[config.mk]
export PLATFORM = sky130hd
export DESIGN_NAME = concatenated_segment_locator
export DESIGN_NICKNAME = d
export VERILOG_FILES = /design/src/csl_pkg.sv /design/src/csl_ram.sv /design/src/concatenated_segment_locator.sv
export SDC_FILE = /design/constraint.sdc
export NUM_CORES = 2
export LEC_CHECK = 0
export ABC_CLOCK_PERIOD_IN_PS = 11600
export BUFFER_PORTS_ARGS = -buffer_cell sky130_fd_sc_hd__buf_2
export CORE_UTILIZATION = 45
export DETAILED_ROUTE_END_ITERATION = 10
export HOLD_SLACK_MARGIN = 0.08
export SLEW_MARGIN = 20
export SYNTH_ARGS = -nofsm -noshare
export SYNTH_HDL_FRONTEND = slang
export SYNTH_SLANG_ARGS = --single-unit
[constraint.sdc]
create_clock -name i_clk -period 11.6 [get_ports i_clk]
set_input_delay 2.32 -clock i_clk [delete_from_list [all_inputs] [get_ports i_clk]]
set_output_delay 2.32 -clock i_clk [all_outputs]
set_load 0.01 [all_outputs]
[src/csl_pkg.sv]
package csl_pkg;

    localparam int MAX_SEGMENTS = 64;
    localparam int COUNT_BITS   = 20;

    // fixed field widths
    localparam int OP_W     = 2;
    localparam int COUNT_W  = 20;
    localparam int POS_W    = 26;
    localparam int STATUS_W = 2;
    localparam int SEG_W    = 6;
    localparam int OFFSET_W = 20;
    localparam int TOTAL_W  = 26;
    localparam int HELD_W   = 7;

    // derived
    localparam int IDX_W  = $clog2(MAX_SEGMENTS + 1);
    localparam int DEPTH  = MAX_SEGMENTS + 1;
    localparam int ADD_W  = (COUNT_BITS < COUNT_W) ? COUNT_BITS : COUNT_W;
    localparam int SUM_W  = TOTAL_W + 1;
    localparam logic [TOTAL_W-1:0] TOTAL_MAX = '1;

    localparam logic [OP_W-1:0] OP_APPEND = 2'd0;
    localparam logic [OP_W-1:0] OP_LOOKUP = 2'd1;
    localparam logic [OP_W-1:0] OP_CLEAR  = 2'd2;

    localparam logic [STATUS_W-1:0] ST_OK    = 2'd0;
    localparam logic [STATUS_W-1:0] ST_RANGE = 2'd1;
    localparam logic [STATUS_W-1:0] ST_FULL  = 2'd2;

endpackage

[src/csl_ram.sv]
module csl_ram #(
    parameter int WIDTH = 8,
    parameter int DEPTH = 16
) (
    input  logic                     i_clk,
    input  logic                     i_we,
    input  logic [$clog2(DEPTH)-1:0] i_waddr,
    input  logic [WIDTH-1:0]         i_wdata,
    input  logic                     i_re,
    input  logic [$clog2(DEPTH)-1:0] i_raddr,
    output logic [WIDTH-1:0]         o_rdata
);

    logic [WIDTH-1:0] r_mem [DEPTH];
    logic [WIDTH-1:0] r_rdata;

    always_ff @(posedge i_clk) begin
        if (i_we) begin
            r_mem[i_waddr] <= i_wdata;
        end
        if (i_re) begin
            r_rdata <= r_mem[i_raddr];
        end
    end

    assign o_rdata = r_rdata;

endmodule

[src/concatenated_segment_locator.sv]
// Segment locator: keeps cumulative boundaries of appended segments in a
// single-port-read RAM and answers each beat (append, lookup, clear) with one
// result beat. Append, clear, the unused opcode and an out-of-range lookup pass
// from accept through the execute and finish states; an in-range lookup with
// more than one segment held adds a binary search in the probe state, one
// binary-search probe per cycle through the RAM read port and one boundary
// comparator. o_stall is high from the cycle after accept until the result
// is loaded into the output register; a held result does not block the next
// accept, but the next beat waits in its last cycle until the output register
// is free. Boundary RAM needs no init pass after reset: only written entries are
// ever read.
module concatenated_segment_locator (
    input  logic                             i_clk,
    input  logic                             i_rst_n,
    input  logic                             i_valid,
    output logic                             o_stall,
    input  logic [csl_pkg::OP_W-1:0]         i_operation,
    input  logic [csl_pkg::COUNT_W-1:0]      i_chunk_count,
    input  logic [csl_pkg::POS_W-1:0]        i_position,
    output logic                             o_valid,
    input  logic                             i_stall,
    output logic [csl_pkg::STATUS_W-1:0]     o_status,
    output logic [csl_pkg::SEG_W-1:0]        o_segment,
    output logic [csl_pkg::OFFSET_W-1:0]     o_offset,
    output logic                             o_reopen,
    output logic [csl_pkg::TOTAL_W-1:0]      o_total_chunks,
    output logic [csl_pkg::HELD_W-1:0]       o_segments_held
);

    typedef enum logic [3:0] {
        S_IDLE   = 4'b0001,
        S_EXEC   = 4'b0010,
        S_PROBE  = 4'b0100,
        S_FINISH = 4'b1000
    } t_state;

    t_state r_state, n_state;

    logic [csl_pkg::OP_W-1:0]     r_op, n_op;
    logic [csl_pkg::ADD_W-1:0]    r_count, n_count;
    logic [csl_pkg::POS_W-1:0]    r_pos, n_pos;
    logic [csl_pkg::IDX_W-1:0]    r_lo, n_lo;
    logic [csl_pkg::IDX_W-1:0]    r_hi, n_hi;
    logic [csl_pkg::IDX_W-1:0]    r_mid, n_mid;
    logic [csl_pkg::TOTAL_W-1:0]  r_lo_bound, n_lo_bound;
    logic [csl_pkg::TOTAL_W-1:0]  r_total, n_total;
    logic [csl_pkg::IDX_W-1:0]    r_seg_total, n_seg_total;
    logic                         r_sel_valid, n_sel_valid;
    logic [csl_pkg::IDX_W-1:0]    r_sel_seg, n_sel_seg;
    logic [csl_pkg::STATUS_W-1:0] r_status, n_status;

    logic                          r_out_valid, n_out_valid;
    logic [csl_pkg::STATUS_W-1:0]  r_out_status, n_out_status;
    logic [csl_pkg::SEG_W-1:0]     r_out_segment, n_out_segment;
    logic [csl_pkg::OFFSET_W-1:0]  r_out_offset, n_out_offset;
    logic                          r_out_reopen, n_out_reopen;
    logic [csl_pkg::TOTAL_W-1:0]   r_out_total, n_out_total;
    logic [csl_pkg::HELD_W-1:0]    r_out_held, n_out_held;

    logic                         ram_we;
    logic [csl_pkg::IDX_W-1:0]    ram_waddr;
    logic [csl_pkg::TOTAL_W-1:0]  ram_wdata;
    logic                         ram_re;
    logic [csl_pkg::IDX_W-1:0]    ram_raddr;
    logic [csl_pkg::TOTAL_W-1:0]  ram_rdata;

    logic [csl_pkg::SUM_W-1:0]    w_sum;
    logic [csl_pkg::TOTAL_W-1:0]  w_new_bound;
    logic                         w_go_up;
    logic [csl_pkg::IDX_W-1:0]    w_lo, w_hi, w_span, w_next_mid;
    logic [csl_pkg::TOTAL_W-1:0]  w_pos_diff;
    logic                         w_out_free;
    logic                         w_found;

    csl_ram #(
        .WIDTH (csl_pkg::TOTAL_W),
        .DEPTH (csl_pkg::DEPTH)
    ) u_bound_ram (
        .i_clk   (i_clk),
        .i_we    (ram_we),
        .i_waddr (ram_waddr),
        .i_wdata (ram_wdata),
        .i_re    (ram_re),
        .i_raddr (ram_raddr),
        .o_rdata (ram_rdata)
    );

    // saturating append sum
    assign w_sum       = csl_pkg::SUM_W'(r_total) + csl_pkg::SUM_W'(r_count);
    assign w_new_bound = w_sum[csl_pkg::TOTAL_W] ? csl_pkg::TOTAL_MAX
                                                 : w_sum[csl_pkg::TOTAL_W-1:0];

    // one search step: ram_rdata is boundaries[r_mid]
    assign w_go_up    = (ram_rdata <= r_pos);
    assign w_lo       = w_go_up ? r_mid : r_lo;
    assign w_hi       = w_go_up ? r_hi : r_mid;
    assign w_span     = w_hi - w_lo;
    assign w_next_mid = w_lo + (w_span >> 1);

    assign w_pos_diff = r_pos - r_lo_bound;
    assign w_out_free = !r_out_valid || !i_stall;
    assign w_found    = (r_op == csl_pkg::OP_LOOKUP) && (r_status == csl_pkg::ST_OK);

    always_comb begin
        n_state       = r_state;
        n_op          = r_op;
        n_count       = r_count;
        n_pos         = r_pos;
        n_lo          = r_lo;
        n_hi          = r_hi;
        n_mid         = r_mid;
        n_lo_bound    = r_lo_bound;
        n_total       = r_total;
        n_seg_total   = r_seg_total;
        n_sel_valid   = r_sel_valid;
        n_sel_seg     = r_sel_seg;
        n_status      = r_status;
        n_out_valid   = r_out_valid && i_stall;
        n_out_status  = r_out_status;
        n_out_segment = r_out_segment;
        n_out_offset  = r_out_offset;
        n_out_reopen  = r_out_reopen;
        n_out_total   = r_out_total;
        n_out_held    = r_out_held;
        ram_we        = 1'b0;
        ram_waddr     = r_seg_total + csl_pkg::IDX_W'(1);
        ram_wdata     = w_new_bound;
        ram_re        = 1'b0;
        ram_raddr     = r_mid;

        case (r_state)
            S_IDLE: begin
                if (i_valid) begin
                    n_op    = i_operation;
                    n_count = i_chunk_count[csl_pkg::ADD_W-1:0];
                    n_pos   = i_position;
                    n_state = S_EXEC;
                end
            end
            S_EXEC: begin
                n_status = csl_pkg::ST_OK;
                n_state  = S_FINISH;
                case (r_op)
                    csl_pkg::OP_APPEND: begin
                        if (r_seg_total >= csl_pkg::IDX_W'(csl_pkg::MAX_SEGMENTS)) begin
                            n_status = csl_pkg::ST_FULL;
                        end else begin
                            ram_we      = 1'b1;
                            n_total     = w_new_bound;
                            n_seg_total = r_seg_total + csl_pkg::IDX_W'(1);
                        end
                    end
                    csl_pkg::OP_LOOKUP: begin
                        n_lo       = '0;
                        n_hi       = r_seg_total;
                        n_lo_bound = '0;
                        // empty table has total zero, so it lands here too
                        if (r_pos >= r_total) begin
                            n_status = csl_pkg::ST_RANGE;
                        end else if (r_seg_total > csl_pkg::IDX_W'(1)) begin
                            n_mid     = r_seg_total >> 1;
                            ram_re    = 1'b1;
                            ram_raddr = r_seg_total >> 1;
                            n_state   = S_PROBE;
                        end
                    end
                    csl_pkg::OP_CLEAR: begin
                        n_seg_total = '0;
                        n_total     = '0;
                        n_sel_valid = 1'b0;
                        n_sel_seg   = '0;
                    end
                    default: begin
                    end
                endcase
            end
            S_PROBE: begin
                n_lo  = w_lo;
                n_hi  = w_hi;
                n_mid = w_next_mid;
                if (w_go_up) begin
                    n_lo_bound = ram_rdata;
                end
                if (w_span > csl_pkg::IDX_W'(1)) begin
                    ram_re    = 1'b1;
                    ram_raddr = w_next_mid;
                end else begin
                    n_state = S_FINISH;
                end
            end
            S_FINISH: begin
                if (w_out_free) begin
                    n_out_valid   = 1'b1;
                    n_out_status  = r_status;
                    n_out_total   = r_total;
                    n_out_held    = csl_pkg::HELD_W'(r_seg_total);
                    n_out_segment = '0;
                    n_out_offset  = '0;
                    n_out_reopen  = 1'b0;
                    if (w_found) begin
                        n_out_segment = csl_pkg::SEG_W'(r_lo);
                        n_out_offset  = csl_pkg::OFFSET_W'(w_pos_diff);
                        n_out_reopen  = !r_sel_valid || (r_sel_seg != r_lo);
                        n_sel_valid   = 1'b1;
                        n_sel_seg     = r_lo;
                    end
                    n_state = S_IDLE;
                end
            end
            default: begin
                n_state = S_IDLE;
            end
        endcase
    end

    always_ff @(posedge i_clk) begin
        if (!i_rst_n) begin
            r_state     <= S_IDLE;
            r_total     <= '0;
            r_seg_total <= '0;
            r_sel_valid <= 1'b0;
            r_sel_seg   <= '0;
            r_out_valid <= 1'b0;
        end else begin
            r_state     <= n_state;
            r_total     <= n_total;
            r_seg_total <= n_seg_total;
            r_sel_valid <= n_sel_valid;
            r_sel_seg   <= n_sel_seg;
            r_out_valid <= n_out_valid;
        end
    end

    always_ff @(posedge i_clk) begin
        r_op          <= n_op;
        r_count       <= n_count;
        r_pos         <= n_pos;
        r_lo          <= n_lo;
        r_hi          <= n_hi;
        r_mid         <= n_mid;
        r_lo_bound    <= n_lo_bound;
        r_status      <= n_status;
        r_out_status  <= n_out_status;
        r_out_segment <= n_out_segment;
        r_out_offset  <= n_out_offset;
        r_out_reopen  <= n_out_reopen;
        r_out_total   <= n_out_total;
        r_out_held    <= n_out_held;
    end

    assign o_stall         = (r_state != S_IDLE);
    assign o_valid         = r_out_valid;
    assign o_status        = r_out_status;
    assign o_segment       = r_out_segment;
    assign o_offset        = r_out_offset;
    assign o_reopen        = r_out_reopen;
    assign o_total_chunks  = r_out_total;
    assign o_segments_held = r_out_held;

endmodule

==> metrics.sh <==
GLOBALROUTE.TOTALOVERFLOW=0
TIMING.FINAL.SETUP_VIOLATIONS=0
WORST_RELATIVE_SLEW_SLACK_PCT=22.8
CRITPATHSLOWESTCELL='or4b_1'
FINALWIRELENGTH_UM=238000
POST-PLACE-WS_NS=2.46
HOLD_VIOL=0
FINAL.SETUP.TNS_NS=0
CORE-AREA_UM2=175000
FP.DIEAREA_UM2=178000
PORT_BUFFERS=115
CLOCK_SINK_COUNT=1915
VDD_IR_DROP_MAX_mV=0.129
LARGEST_NET_DEGREE_AT_THE_START_OF_GLOBAL_ROUTING=137
CRITPATHMAXSTAGEDELAY_NS=0.76
START_UTIL_PCT=45.5
DRV_SLEW=0
YOSYS.AREA.TOP_TYPE='edfxtp_1'
SEQUENTIAL_CELL_AREA_UM2=57000
END_OF_THE_CRITICAL_PATH='u_bound_ram.o_rdata[5]'
WORSTREGTOREGCELLS=26
DRT-WIRELENGTH-PER-CELL_UM=29.3
TOTAL_POWER_mW=14.3
REG2REG_SETUP_SLACK_NS=2.31
VIA_PER_INST=6.22
SYNTH_AREA_PER_CELL_UM2=14.4
PLACE_CONGESTION=0.897
POWER.CLOCK.FRACTION_PCT=42.5
DETAIL_ROUTE.FIRST_PASS.ITERATIONS=6
DOMINANTREGCELLSYNTH='edfxtp_1'
YOSYS_REGISTER_BITS=1915
AREA.GROWTH.SYNTH_TO_FINAL_PCT=12.6
FMAX_MHz=108
IOPINCOUNT=116
DIE_HEIGHT_UM=422
AREA_TAKEN_BY_MULTI_INPUT_LOGIC_GATES_UM2=20800
POST-SYNTH-TOP-COUNT-CELL='edfxtp_1'
GLOBAL_ROUTE_WIRE_LENGTH_BEFORE_REPAIR_UM=341000
POSTCTSSETUPBUFFERS=0
CRIT_START='u_bound_ram.o_rdata[7]'
GRT_ANTENNA_BEFORE_REPAIR=12
DRC=0
WORST_HOLD_PATH_TYPE='reg -> reg'
WORST_SLEW_PIN_SLEW_NS=1.15
CLKSLEWWORSTSETUPHOLDPATHS_NS=0.06
YOSYS_WARNINGS=0
CLOCK_BUFFER_COUNT_FROM_CTS=189
PERIOD_MINUS_SLACK_NS=9.29
POST-DP-HPWL_UM=138000
LAYOUT_NETS=5804
SYNTH.TOP_CELLS.BY_COUNT='1869 x edfxtp_1, 654 x nand2_1, 411 x a21oi_1'
WORSTSETUPPATHDEPTH=26
OUTCOME='finished, final reports clean'
RR_STARTPOINT='u_bound_ram.o_rdata[7]'
POWER_PER_CELL_AREA_nW_PER_UM2=160
POSTPLACECELLAREA_UM2=83300
POST_CTS_RESIZED=0
SYNTH_AREA_LEADERS='edfxtp_1 71%, nand2_1 3.1%, mux2i_1 2.8%, a21oi_1 2.6%, a211oi_1 2.4%'
P_INT_mW=11.2
COMB_POWER_SHARE_PCT=4.1
SYNTH_LARGEST_TYPE_AREA_FRACTION_PCT=70.7
POWER.SHARE.SWITCHING_PCT=21.5
ROWS=153
CRIT_REQUIRED_NS=12.29
FINISH.UTILIZATION_PCT=51.2
DRT-INITIAL-DRC-COUNT=6007
HTREE_NUM_LEVELS=4
TOTAL_LEAKAGE_POWER_nW=29.7
CTS_TREE='built'
WORSTPATHARRIVAL_NS=9.98
CLOCK_TREE.ROOT_CELL='clkbuf_16'
R2R_END='u_bound_ram.o_rdata[5]'
POWER_SWITCHING_mW=3.08
SYNTH-ASYNC-RESET-RATIO_PCT=0
FLOORPLAN.DIE.WIDTH_UM=422
MAX_CAP_VIOL_COUNT=0
CRITICAL_PATH.MAX_FANOUT=112
SYNTHESIS.AREA_UM2=79400
CRITICAL_PATH_BUF_INV_COUNT=4
HP-START='r_status[0]'
CP_TOP_FAMILY='compound AO/OA/AOI/OAI gates'
TOTAL_GLOBAL_ROUTING_TRACK_UTILIZATION_PCT=26.1
FILLCELLCOUNT=14600
TIMING.FINAL.CRIT_SHARE_PCT=80.1
SYNTH_ENABLE_FLOP_CELLS=1869
CRITPATHLAUNCHTYPE='register'
SYNTH.NET_COUNT=5676
FIN_WORST_SKEW_NS=0.0377
CLOCK_LATENCY_REPORTED_FOR_THE_LATE_SIDE_OF_THE_WORST_SKEW_PAIR_NS=0.85
LAYOUT_SETUP_WS_NS=2.31
DRTANTENNAVIOLNETS=0
CTS-HOLD-FIX-BUFFERS=0
WORST-SETUP-PATH-TYPE='reg -> reg'
SETUP.WORST_PATH.END_CLASS='register'
P_SEQ_SHARE_PCT=53.5
FINAL_INSTANCE_AREA_UM2=89400
CLOCK_PATH_BUFFERS=3
SYNTH_CELLS=5515
FIRST_GLOBAL_VIAS=48100
SYNTH_SEQUENTIAL_AREA_RATIO_PCT=71.8
YOSYSUNIQUECELLTYPES=87
VIAS=50500
DRIVE_GT1_SHARE_PCT=12.1
GRT_SETUP_UNREPAIRED='no'
==> state kept, by name (all words and copies together) (netlist names), 4 cells and up <==
register	cells
o_offset	20
o_segment	6
o_segments_held	7
o_total_chunks	26
r_count	20
r_hi	7
r_lo	7
r_lo_bound	20
r_mid	7
r_pos	26
r_seg_total	7
r_sel_seg	7
r_state	4
r_total	26
u_bound_ram.o_rdata	26
u_bound_ram.r_mem	1690
==> layer usage <==
layer  GRT usage [%]  vias up  wire, µm
li1                -    22000         -
met1            36.2    25600     97200
met2            40.7     2519    109000
met3            4.43      457     20700
met4            11.0        4     10600
met5               0        -        48
==> kinds of logic (layout without fill, tap and decap cells) <==
group                    after synthesis  count (layout)  share of synthesized area (%)
other                                  0               2                              0
XOR/XNOR                              46              46                          0.507
AO/OA/AOI/OAI                       1512            1512                           13.1
AND/OR/NAND/NOR                     1235            1235                           7.26
flip-flops                          1915            1915                           71.8
adder cells (fa/ha/maj)              111             111                           1.78
multiplexers                         229             229                           2.90
buffers and inverters                467             746                           2.61
==> metrics by stage <==
step	hold slack [ns]	instances
after floorplan	0.406	5515
after global placement	0.464	7772
after detailed placement	0.466	7774
after CTS	0.481	8116
after global routing	0.494	8119
final	0.483	8121
==> worst min path at each step <==
| stage | slack (ns) | cells after the start | to |
|---|---|---|---|
| after floorplan | 0.41 | 0 | o_segments_held[3] |
| after global placement | 0.46 | 0 | o_status[1] |
| after detailed placement | 0.47 | 0 | o_status[1] |
| after CTS | 0.48 | 0 | o_status[1] |
| after global routing | 0.49 | 0 | o_status[1] |
| final | 0.48 | 0 | o_status[0] |
==> power by group through the flow <==
stage                     clock [mW]  sequential, mW  combinational [mW]
after floorplan                    0            7.80               0.323
after global placement             0            7.80               0.572
after detailed placement           0            7.80               0.579
after CTS                       6.15            7.65               0.580
after global routing            6.40            7.65               0.619
final                           6.08            7.65               0.583
==> area by class of cell <==
type / instances / share of cell area, %
timing repair buffer: 298 / 2.45
sequential: 1915 / 63.8
clock inverter: 100 / 1.18
multi-input combinational: 3133 / 23.3
inverter: 106 / 0.445
clock buffer: 242 / 5.61
antenna: 2 / 0.00560
tap: 2325 / 3.25
==> cell usage in the layout, fill, tap and decap left out, types with 25 or more instances in the layout <==
| cell type | count |
|---|---|
| a221oi_1 | 30 |
| buf_2 | 115 |
| clkinv_1 | 30 |
| o2111ai_1 | 28 |
| a31oi_1 | 103 |
| dfxtp_1 | 46 |
| nand3_1 | 71 |
| xnor2_1 | 26 |
| a21oi_1 | 409 |
| nor2_2 | 48 |
| nor3_1 | 54 |
| nand2_1 | 642 |
| clkbuf_1 | 49 |
| o22ai_1 | 54 |
| inv_1 | 106 |
| o31ai_1 | 32 |
| o31a_1 | 31 |
| buf_4 | 164 |
| and2_1 | 37 |
| nor2_1 | 77 |
| a22oi_1 | 63 |
| nor2b_1 | 27 |
| clkinv_2 | 33 |
| a2111oi_0 | 29 |
| or4b_1 | 25 |
| a311oi_1 | 52 |
| a211oi_1 | 248 |
| ha_1 | 105 |
| clkbuf_16 | 193 |
| o221ai_1 | 25 |
| a32oi_1 | 73 |
| o21ai_0 | 116 |
| a21boi_0 | 32 |
| a22o_1 | 51 |
| and3_1 | 116 |
| edfxtp_1 | 1869 |
| mux2i_1 | 218 |
==> worst reg2reg max path: cells and delay by family, from the launching register on <==
kind	cells	cell delay (ns)
compound gates	9	2.70
xor+xnor	1	0.40
fa+ha+maj	3	1.01
buf+inv	4	1.45
flops	1	0.52
mux	2	0.48
simple gates	7	2.59
No activity file was read; power rests on OpenSTA's default activity.
